File: src/tbpsc_pkg.sv
package tbpsc_pkg;

    // Beam status codes after qualification.
    localparam logic [1:0] BEAM_DARK = 2'd0;
    localparam logic [1:0] BEAM_LIT  = 2'd1;
    localparam logic [1:0] BEAM_UND  = 2'd2;

    // Which beam broke first in the current pass.
    localparam logic [1:0] FIRST_NONE = 2'd0;
    localparam logic [1:0] FIRST_A    = 2'd1;
    localparam logic [1:0] FIRST_B    = 2'd2;

    // Codes written into the pass log.
    localparam logic [1:0] PASS_CODE_A = 2'd1;
    localparam logic [1:0] PASS_CODE_B = 2'd2;

    // Verdict codes.
    localparam logic [1:0] VERDICT_MISMATCH = 2'd0;
    localparam logic [1:0] VERDICT_MATCH    = 2'd1;
    localparam logic [1:0] VERDICT_ERROR    = 2'd2;

    // Log geometry and configuration port geometry.
    localparam int LOG_DEPTH   = 4;
    localparam int DIGIT_W     = 4;
    localparam int CODE_W      = 2;
    localparam int COUNT_W     = 3;
    localparam int CFG_INDEX_W = 2;

    // Configuration register indexes.
    localparam logic [CFG_INDEX_W-1:0] REG_CODE_DIGIT_0 = 2'd0;
    localparam logic [CFG_INDEX_W-1:0] REG_CODE_DIGIT_1 = 2'd1;
    localparam logic [CFG_INDEX_W-1:0] REG_CODE_DIGIT_2 = 2'd2;
    localparam logic [CFG_INDEX_W-1:0] REG_CODE_DIGIT_3 = 2'd3;

    // Phase of the pass tracker, one-hot.
    typedef enum logic [4:0] {
        PH_START  = 5'b00001,
        PH_AFIRST = 5'b00010,
        PH_BFIRST = 5'b00100,
        PH_BOTH   = 5'b01000,
        PH_DONE   = 5'b10000
    } phase_t;

    typedef logic [LOG_DEPTH-1:0][CODE_W-1:0]  pass_log_t;
    typedef logic [LOG_DEPTH-1:0][DIGIT_W-1:0] digits_t;

    // Complete attempt state.
    typedef struct packed {
        phase_t              phase;
        phase_t              prior_phase;
        logic [1:0]          first_beam;
        logic [COUNT_W-1:0]  pass_count;
        pass_log_t           pass_log;
    } attempt_t;

    // Result of evaluating one beat.
    typedef struct packed {
        logic               attempt_done;
        logic [1:0]         verdict;
        logic [COUNT_W-1:0] passes_logged;
    } result_t;

    localparam attempt_t ATTEMPT_CLEAR = '{
        phase:       PH_START,
        prior_phase: PH_START,
        first_beam:  FIRST_NONE,
        pass_count:  '0,
        pass_log:    '0
    };

endpackage

File: src/two_beam_pass_sequence_check.sv
// Channel   Handshake            Payload
// in        in_valid/in_ready    beam_a[1:0], beam_b[1:0], window_over
// out       out_valid/out_ready  attempt_done, verdict[1:0], passes_logged[2:0]
// cfg       cfg_wr_en            cfg_index[1:0], cfg_data[3:0]
//
// Each input beat gives exactly one result beat, offered on the output once it
// has passed the input and result registers. One beat is accepted per cycle while
// the result is not stalled; the two registers form a two-stage pipeline, and the
// phase logic between them updates the attempt state. rst_n clears the state, the
// log and the code digits at once. A stalled result holds the pipeline; one further
// beat can still be taken into the input register while the result waits.
module two_beam_pass_sequence_check
    import tbpsc_pkg::*;
(
    input  logic                   clk,
    input  logic                   rst_n,
    input  logic                   in_valid,
    output logic                   in_ready,
    input  logic [1:0]             beam_a,
    input  logic [1:0]             beam_b,
    input  logic                   window_over,
    output logic                   out_valid,
    input  logic                   out_ready,
    output logic                   attempt_done,
    output logic [1:0]             verdict,
    output logic [COUNT_W-1:0]     passes_logged,
    input  logic                   cfg_wr_en,
    input  logic [CFG_INDEX_W-1:0] cfg_index,
    input  logic [DIGIT_W-1:0]     cfg_data
);

    logic       s1_valid_reg;
    logic [1:0] s1_a_reg;
    logic [1:0] s1_b_reg;
    logic       s1_win_reg;
    logic       s1_move;

    attempt_t   state_reg;
    attempt_t   state_next;
    result_t    step_res;
    result_t    res_reg;
    logic       out_valid_reg;
    digits_t    digit_reg;

    // Pipeline flow control.
    assign s1_move  = s1_valid_reg && (!out_valid_reg || out_ready);
    assign in_ready = !s1_valid_reg || s1_move;

    // Configuration writes.
    always_ff @(posedge clk or negedge rst_n)
    begin
        if (!rst_n)
        begin
            digit_reg <= '0;
        end
        else if (cfg_wr_en)
        begin
            case (cfg_index)
                REG_CODE_DIGIT_0: digit_reg[0] <= cfg_data;
                REG_CODE_DIGIT_1: digit_reg[1] <= cfg_data;
                REG_CODE_DIGIT_2: digit_reg[2] <= cfg_data;
                REG_CODE_DIGIT_3: digit_reg[3] <= cfg_data;
                default:          digit_reg    <= digit_reg;
            endcase
        end
    end

    // Input register.
    always_ff @(posedge clk or negedge rst_n)
    begin
        if (!rst_n)
        begin
            s1_valid_reg <= 1'b0;
        end
        else if (in_ready)
        begin
            s1_valid_reg <= in_valid;
        end
    end

    always_ff @(posedge clk)
    begin
        if (in_valid && in_ready)
        begin
            s1_a_reg   <= beam_a;
            s1_b_reg   <= beam_b;
            s1_win_reg <= window_over;
        end
    end

    // Phase machine and log evaluation.
    tbpsc_step u_step (
        .cur         (state_reg),
        .code_digit  (digit_reg),
        .beam_a      (s1_a_reg),
        .beam_b      (s1_b_reg),
        .window_over (s1_win_reg),
        .nxt         (state_next),
        .res         (step_res)
    );

    // Attempt state and result register.
    always_ff @(posedge clk or negedge rst_n)
    begin
        if (!rst_n)
        begin
            state_reg     <= ATTEMPT_CLEAR;
            out_valid_reg <= 1'b0;
        end
        else
        begin
            if (s1_move)
            begin
                state_reg <= state_next;
            end
            if (s1_move)
            begin
                out_valid_reg <= 1'b1;
            end
            else if (out_ready)
            begin
                out_valid_reg <= 1'b0;
            end
        end
    end

    always_ff @(posedge clk)
    begin
        if (s1_move)
        begin
            res_reg <= step_res;
        end
    end

    assign out_valid     = out_valid_reg;
    assign attempt_done  = res_reg.attempt_done;
    assign verdict       = res_reg.verdict;
    assign passes_logged = res_reg.passes_logged;

endmodule

File: src/tbpsc_step.sv
module tbpsc_step
    import tbpsc_pkg::*;
(
    input  attempt_t   cur,
    input  digits_t    code_digit,
    input  logic [1:0] beam_a,
    input  logic [1:0] beam_b,
    input  logic       window_over,
    output attempt_t   nxt,
    output result_t    res
);

    logic [1:0] a;
    logic [1:0] b;
    logic       und;
    logic       ok;
    attempt_t   adv;
    logic       match_cur;
    logic       match_adv;

    // A status of 3 counts as undetermined.
    assign a   = (beam_a == 2'd3) ? BEAM_UND : beam_a;
    assign b   = (beam_b == 2'd3) ? BEAM_UND : beam_b;
    assign und = (a == BEAM_UND) || (b == BEAM_UND);

    // Phase machine advance for one status pair.
    always_comb
    begin
        adv = cur;
        ok  = 1'b1;
        case (cur.phase)
            PH_START:
            begin
                if (a == BEAM_DARK)
                begin
                    adv.phase      = PH_AFIRST;
                    adv.first_beam = FIRST_A;
                end
                else if (b == BEAM_DARK)
                begin
                    adv.phase      = PH_BFIRST;
                    adv.first_beam = FIRST_B;
                end
            end
            PH_DONE:
            begin
                if (cur.prior_phase == PH_BFIRST && cur.first_beam == FIRST_A)
                begin
                    if (!cur.pass_count[COUNT_W-1])
                    begin
                        adv.pass_log[cur.pass_count[1:0]] = PASS_CODE_A;
                        adv.pass_count = cur.pass_count + 1'b1;
                    end
                end
                else if (cur.prior_phase == PH_AFIRST && cur.first_beam == FIRST_B)
                begin
                    if (!cur.pass_count[COUNT_W-1])
                    begin
                        adv.pass_log[cur.pass_count[1:0]] = PASS_CODE_B;
                        adv.pass_count = cur.pass_count + 1'b1;
                    end
                end
                else if ((cur.prior_phase == PH_BFIRST && cur.first_beam == FIRST_B) ||
                         (cur.prior_phase == PH_AFIRST && cur.first_beam == FIRST_A))
                begin
                    // Pass ran the wrong way round; it is discarded.
                end
                else if (!und)
                begin
                    ok = 1'b0;
                end
                adv.phase = PH_START;
            end
            PH_BOTH:
            begin
                if (a == BEAM_DARK && b == BEAM_DARK)
                begin
                    // Both beams still broken.
                end
                else if (a == BEAM_DARK && b == BEAM_LIT && cur.prior_phase == PH_BFIRST)
                begin
                    adv.phase       = PH_AFIRST;
                    adv.prior_phase = PH_BOTH;
                end
                else if (b == BEAM_DARK && a == BEAM_LIT && cur.prior_phase == PH_AFIRST)
                begin
                    adv.phase       = PH_BFIRST;
                    adv.prior_phase = PH_BOTH;
                end
                else if (a == BEAM_DARK && b == BEAM_LIT && cur.prior_phase == PH_AFIRST)
                begin
                    adv.phase = PH_START;
                end
                else if (b == BEAM_DARK && a == BEAM_LIT && cur.prior_phase == PH_BFIRST)
                begin
                    adv.phase = PH_START;
                end
                else if (!und)
                begin
                    ok = 1'b0;
                end
            end
            PH_BFIRST:
            begin
                if (b == BEAM_DARK && a == BEAM_LIT)
                begin
                    // Still only beam B broken.
                end
                else if (a == BEAM_DARK && b == BEAM_DARK)
                begin
                    adv.phase       = PH_BOTH;
                    adv.prior_phase = PH_BFIRST;
                end
                else if (a == BEAM_LIT && b == BEAM_LIT && cur.prior_phase == PH_BOTH)
                begin
                    adv.phase       = PH_DONE;
                    adv.prior_phase = PH_BFIRST;
                end
                else if (a == BEAM_LIT && b == BEAM_LIT)
                begin
                    adv.phase = PH_START;
                end
                else if (!und)
                begin
                    ok = 1'b0;
                end
            end
            PH_AFIRST:
            begin
                if (a == BEAM_DARK && b == BEAM_LIT)
                begin
                    // Still only beam A broken.
                end
                else if (a == BEAM_DARK && b == BEAM_DARK)
                begin
                    adv.phase       = PH_BOTH;
                    adv.prior_phase = PH_AFIRST;
                end
                else if (a == BEAM_LIT && b == BEAM_LIT && cur.prior_phase == PH_BOTH)
                begin
                    adv.phase       = PH_DONE;
                    adv.prior_phase = PH_AFIRST;
                end
                else if (a == BEAM_LIT && b == BEAM_LIT)
                begin
                    adv.phase = PH_START;
                end
                else if (!und)
                begin
                    ok = 1'b0;
                end
            end
            default:
            begin
                ok = 1'b0;
            end
        endcase
    end

    // Log comparison against the code digits, before and after the advance.
    always_comb
    begin
        match_cur = 1'b1;
        match_adv = 1'b1;
        for (int k = 0; k < LOG_DEPTH; k++)
        begin
            if ({2'b00, cur.pass_log[k]} != code_digit[k])
            begin
                match_cur = 1'b0;
            end
            if ({2'b00, adv.pass_log[k]} != code_digit[k])
            begin
                match_adv = 1'b0;
            end
        end
    end

    // End of attempt selection; any end clears the attempt.
    always_comb
    begin
        res.attempt_done  = 1'b0;
        res.verdict       = VERDICT_MISMATCH;
        res.passes_logged = adv.pass_count;
        nxt               = adv;
        if (window_over)
        begin
            res.attempt_done  = 1'b1;
            res.verdict       = match_cur ? VERDICT_MATCH : VERDICT_MISMATCH;
            res.passes_logged = cur.pass_count;
            nxt               = ATTEMPT_CLEAR;
        end
        else if (!ok)
        begin
            res.attempt_done = 1'b1;
            res.verdict      = VERDICT_ERROR;
            nxt              = ATTEMPT_CLEAR;
        end
        else if (adv.pass_count[COUNT_W-1])
        begin
            res.attempt_done = 1'b1;
            res.verdict      = match_adv ? VERDICT_MATCH : VERDICT_MISMATCH;
            nxt              = ATTEMPT_CLEAR;
        end
    end

endmodule
File: config.mk
export PLATFORM = sky130hd
export DESIGN_NAME = two_beam_pass_sequence_check
export DESIGN_NICKNAME = d
export VERILOG_FILES = /design/src/tbpsc_pkg.sv /design/src/two_beam_pass_sequence_check.sv /design/src/tbpsc_step.sv
export SDC_FILE = /design/constraint.sdc
export NUM_CORES = 1
export LEC_CHECK = 0
export BUFFER_PORTS_ARGS = -buffer_cell sky130_fd_sc_hd__buf_2
export CAP_MARGIN = 0
export CORE_ASPECT_RATIO = 1.5
export CORE_MARGIN = 2
export CORE_UTILIZATION = 43
export CTS_CLUSTER_DIAMETER = 40
export DETAILED_ROUTE_END_ITERATION = 10
export GPL_ROUTABILITY_DRIVEN = 0
export PLACE_DENSITY = 0.66
export SETUP_SLACK_MARGIN = 0.5
export SLEW_MARGIN = 25
export SYNTH_ARGS = -nofsm -noshare
export SYNTH_HDL_FRONTEND = slang
export SYNTH_HIERARCHICAL = 1
export SYNTH_SLANG_ARGS = --single-unit
File: constraint.sdc
create_clock -name clk -period 2.61 [get_ports clk]
set_input_delay 0.522 -clock clk [delete_from_list [all_inputs] [get_ports clk]]
set_output_delay 0.522 -clock clk [all_outputs]
set_load 0.02 [all_outputs]
# After elaboration in Yosys (flattened, before gate mapping)
# Index checks and enable logic that the tools add are counted.
[op_classes]
n_addsub = 1
n_lt_le_gt_ge = 2
eq_ne = 39
n_mux = 64
bitwise = 7
n_reduce_logical = 34
[op_table]
columns = ["op", "n"]
rows = [
  ["23-bit two-way mux", 3],
  ["10-bit two-way mux", 6],
  ["11-bit two-way mux", 5],
  ["5-bit two-way mux", 10],
  ["2-bit by 4-bit != test with 1-bit output", 8],
  ["6-bit != test, second input constant", 5],
  ["1-bit two-way mux", 26],
  ["5-bit one-hot mux with 5 select lines", 1],
  ["5-bit != test, second input constant", 4],
  ["1-bit logical AND", 16],
  ["2-bit two-way mux", 8],
  ["8-bit != test, second input constant", 2],
  ["5-bit one-hot mux with 3 select lines", 1],
  ["2-bit equality test, second input constant", 7],
  ["5-bit by 2-bit equality test with 1-bit output, second input constant", 2],
  ["5-bit by 3-bit equality test with 1-bit output, second input constant", 2],
  ["5-bit by 4-bit equality test with 1-bit output, second input constant", 2],
  ["4-bit bitwise AND", 2],
  ["2-bit by 1-bit equality test with 1-bit output, second input constant", 4],
  ["4-bit NOT", 2],
  ["4-bit OR", 2],
  ["2-bit AND reduction", 4],
  ["8-bit AND reduction", 1],
  ["7-bit AND reduction", 1],
  ["other kinds (16)", 23],
]
[word_totals]
ff_bits = 52
in_bits = 16
out_inout_bits = 8
wordCells = 167

# Depth between registers and ports, before layout
[logic_depth]
ltp_word = 19
depth_mapped = 10
depth_no_buf = 8

# By module
# The synthesis kept the hierarchy.
[by_module_without_submodules]
columns = ["mod", "n_inst", "cells_each", "area_each_um2", "seq_area_each_um2"]
rows = [
  ["two_beam_pass_sequence_check", 1, 104, 1985.7, 1358.8],
  ["tbpsc_step", 1, 212, 1383.8, 0.0],
]

# Worst setup path after synthesis
# Ideal clock, no wire load.
[synth_path]
path_type = "register to register"
startpoint = "reg state_reg[18] (netlist name)"
endpoint = "reg state_reg[18] (netlist name)"
setup_time_ps = 82
t_arrival_ps = 2251
required_time_ps = 2528
setup_slack_ps = 276
stages_incl_launch_ff = 11
n_path_buf = 3
period_less_slack_ps = 2334
cell_sequence = "dfstp_2 -> buf_6 -> nor2_2 -> a31o_1 -> a211oi_2 -> o41ai_2 -> or3_1 -> buf_2 -> buf_6 -> nand3b_1 -> mux2_4"
[synth_lines]
columns = ["element", "line", "text"]
rows = [
  ["start, declared", "two_beam_pass_sequence_check.sv:38", "attempt_t state_reg;"],
  ["start signal, assigned", "two_beam_pass_sequence_check.sv:114", "state_reg <= state_next;"],
]

==> flow_results.org <==
** Yosys
- The synthesized netlist occupies a cell area of 3370 sq um.
- After synthesis, the largest family of logic cells by area is simple AND/OR/NAND/NOR gates.
- In this run the biggest area consumer among cell types represents 29.0% of the synthesized area.
- Post-synthesis register bit count :: 52
- Area share of and/or/nand/nor cells after synthesis :: 21.2%
- Multiplexer share of the synthesized area :: 15.4%
- Summing the sequential cell areas from Yosys gives 40.3% of the chip area.
- Dividing the synthesized area by the synthesized cell count gives 10.7 sq um.
- Cells taking the most area after synthesis :: sky130_fd_sc_hd__dfrtp_1 29%, sky130_fd_sc_hd__edfxtp_1 9.8%, sky130_fd_sc_hd__mux2_4 8.5%
- Counting distinct cell types in the post-synthesis netlist gives 72.
- Area share of fa/ha/maj cells after synthesis :: 1.49%
- sky130_fd_sc_hd__dfrtp_1 takes more of the synthesized area than any other cell.
- Synthesized-area fraction occupied by ao, oa, aoi and oai cells :: 13.0%
- Synthesized net count :: 336
- Share of flip-flops with an asynchronous set or reset :: 78.8%
- Yosys printed 6 warnings.
- EDFF count, synth :: 11
- Cell count after synthesis :: 316
- Most instantiated flip-flop cell in the synthesis netlist :: sky130_fd_sc_hd__dfrtp_1
- Xor and xnor area share after synthesis :: 3.90%

** Critical path
- Worst-path maximum fanout :: 12
- Largest delay contributor family on the critical path :: simple AND/OR/NAND/NOR gates
- Launch instance of the worst register-to-register path :: state_reg[20]$_DFFE_PN0P_
- Critical path cell sequence :: xor2_2, o211ai_1, a21oi_2, o41ai_2, or3_4, buf_8, nand3b_1, mux2_4
- The critical path in this run is classified as reg2reg.
- STA classifies the critical path endpoint as a flip-flop.
- Arrival time at the worst endpoint :: 2520 ps
- R2r endpoint :: state_reg[18]$_DFFE_PN1P_
- Highest cell delay on the worst timing path :: 500 ps
- The critical path starts at state_reg[20]$_DFFE_PN0P_.
- Worst Path Required :: 2840 ps
- For the worst flop-to-flop path, the logic depth is 8.
- The most critical setup path has its endpoint at state_reg[18]$_DFFE_PN1P_.
- Counting buffers and inverters, the worst setup path is 8 cells deep.
- The number of buffers and inverters on the critical path is 1.
- Among all stages on the critical path, the largest delay is contributed by sky130_fd_sc_hd__dfrtp_2.
- STA classifies the critical path startpoint as a flip-flop.
- The setup check on the worst reg-to-reg path leaves a slack of 320 ps.

** Floorplanning
- After floorplanning, the core was divided into 39 placement rows.
- Initial cell density of the core :: 44.3%
- For this design the top-level I/O count stands at 24.
- Die height :: 112 microns
- Area of the core :: 7610 sq um
- Die Outline Area :: 8570 sq um
- DIE WIDTH :: 76.3 microns

** GRT
- Global routing finished with a remaining overflow of 0.
- The number of antenna violations at the first check in global routing was 0.
- The first global-routing pass estimated 13.9 mm of wire.
- Via count of the first global-routing pass :: 2799
- Pin count of the biggest net entering global routing :: 42
- Global routing used 20.5% of the available tracks across all layers.

** Drt
- The routed layout has 2718 vias.
- For this run, design rule violations remaining after detail routing come to 0.
- Dividing the detail-routed via count by the number of cells gives 5.76.
- In this run, the number of DRC markers left after iteration 0 of detailed routing was 220.
- Summed over all layers, the routed wires come to 8.67 mm.
- In the final routed layout, each cell accounts on average for 18.4 microns.
- The first TritonRoute pass finished after 4 iterations.
- The detail route stage leaves a number of antenna-violating nets equal to 0.

** STA
- Least setup slack across all paths after layout :: 321 ps
- Worst clock skew on the final layout :: 11.6 ps
- Based on the critical path, the design can be clocked at up to 437 MHz.
- Tightest slew margin relative to the limit :: 63.3%
- # setup viols final :: 0
- Worst-case hold slack :: 209 ps
- Max-slew violation total from the final report :: 0
- The final hold violation count is 0.
- Clock period minus final worst setup slack :: 2290 ps
- After layout, the worst path uses 87.7% of the clock period.
- Setup repair after global routing missed its margin :: yes
- Adding up every negative setup slack in the final design gives 0 ps.
- At the pin with the least slew margin, the transition time is 551 ps.

** Cells and area
- Net count reported at finish :: 389
- 0 antenna diodes ended up in the layout.
- Registers take 1370 sq um.
- Excluding fillers, the count of instances in the completed layout stands at 472.
- The library cell used most frequently in the layout, excluding fill and tap cells, is sky130_fd_sc_hd__buf_4.
- After filler insertion, the fill cell instance count of the layout stands at 686.
- The multi-input combinational cells in the finished layout cover a total of 2060 sq um.
- Area grow syn2layout :: 24.1%
- The register with the most flip-flops in the layout has 23 of them.
- Commonest cells after routing, fill and taps aside :: 36 x sky130_fd_sc_hd__buf_4, 33 x sky130_fd_sc_hd__dfrtp_1, 22 x sky130_fd_sc_hd__buf_2
- Of the cells placed in the final design, the portion with a size suffix greater than 1 is 45.4%.

** Min path
- Worst hold-check path type :: in2async

** Power and ir drop
- Maximum ir drop on the vdd rail :: 0.431 mV
- Leakage :: 1.73 nW
- Total power divided by cell area :: 555 nW/um^2

** Clock tree
- Clock tree synthesis inserted a total of 5 buffers.
- The root buffer cell chosen for the clock tree is sky130_fd_sc_hd__clkbuf_16.
- The number of hold buffers added after CTS was 0.
- TritonCTS built the clock tree.
- Clock-pin slew of the registers on the worst-case setup and hold paths :: 70 ps
- CTS built an H-tree with a depth of 2.
- For the worst-skew pair, the clock arrives at the later sink with an insertion delay of 300 ps.
- Clock Sinks :: 52
- The clock passes through at most 2 buffers.

** Place
- Number of placed instances, taps included :: 436
- Buffers placed on the I/O ports in this run total 23.
- Post-DP HPWL :: 5.84 mm
- Worst slack after detailed placement :: 150 ps

** Run
- Max-cap violations in this run came to 0.

** Run status
- Status :: completed
## worst reg2reg max path, cell delays in order, from the launching register on
cell	delay, ps
sky130_fd_sc_hd__dfrtp_2	500
sky130_fd_sc_hd__xor2_2	300
sky130_fd_sc_hd__o211ai_1	180
sky130_fd_sc_hd__a21oi_2	180
sky130_fd_sc_hd__o41ai_2	100
sky130_fd_sc_hd__or3_4	400
sky130_fd_sc_hd__buf_8	160
sky130_fd_sc_hd__nand3b_1	150
sky130_fd_sc_hd__mux2_4	270
## per-stage QoR
step	power [mW]	utilization [%]	cell area (sq um)
2_1_floorplan	1.37	-	3390
3_3_place_gp	1.47	47.2	3590
3_5_place_dp	1.49	47.2	3590
4_1_cts	2.29	52.6	4010
5_1_grt	2.42	54.9	4180
6_report	2.32	54.9	4180
## cells in the mapped netlist (all sizes together) (7+ instances only)
master and instances:
dfrtp 39, mux2 39, nor2 27, a21oi 14
o21ai 13, inv 12, nand2 12, buf 11
edfxtp 11, nor2b 10, nor3 9, nand3 8
nand4 8, xor2 8, nor4 7, xnor2 7
## power by group
group / leakage, nW / switching, mW / internal (mW)
clock network: 0.0781 / 0.288 / 0.454
registers: 0.619 / 0.0892 / 0.917
logic: 1.03 / 0.297 / 0.273
## routing by layer
metal	up-vias	track usage, %	part of all wire (%)
met5	-	0	0
met4	0	10.2	4.2
met3	34	2.81	3.3
met2	85	39.2	55
met1	1337	21.6	37
li1	1262	-	-
## worst min path at each step
stage	slack [ps]	from	end	cells past startpoint
detailed placement	490	digit_reg[6]$_DFFE_PN0P_	digit_reg[6]$_DFFE_PN0P_	1
global route	260	rst_n	state_reg[22]$_DFFE_PN0P_	1
floorplan	230	rst_n	digit_reg[0]$_DFFE_PN0P_	0
global placement	490	digit_reg[10]$_DFFE_PN0P_	digit_reg[10]$_DFFE_PN0P_	1
finish	210	rst_n	state_reg[15]$_DFFE_PN0P_	1
CTS	390	window_over	s1_win_reg$_DFFE_PP_	1
## logic make-up after synthesis
logic type / Yosys count
buffers and inverters: 27
DFF: 52
muxes: 40
AOI/OAI and AO/OA: 62
xor gates and xnor gates: 15
other: 1
and+or+nand+nor: 115
adders and majority gates: 4
## what timing repair did
| action | CTS | global route |
|---|---|---|
| hold endpoints to repair | 0 | 0 |
| setup endpoints to repair | 26 | 26 |
| gates resized for setup | 27 | 24 |
| pin swaps | 6 | 11 |
| buffers inserted | 21 | 7 |
## layout make-up
class	count	area share, %
clock buffers	7	3.17
multi-input cells	237	49.3
repair buffers	61	10.0
inverters	12	1.08
well taps	102	3.05
flip-flops and latches	52	32.7
clock inverters	1	0.718
Note: power is estimated with default switching activity, not from simulation.
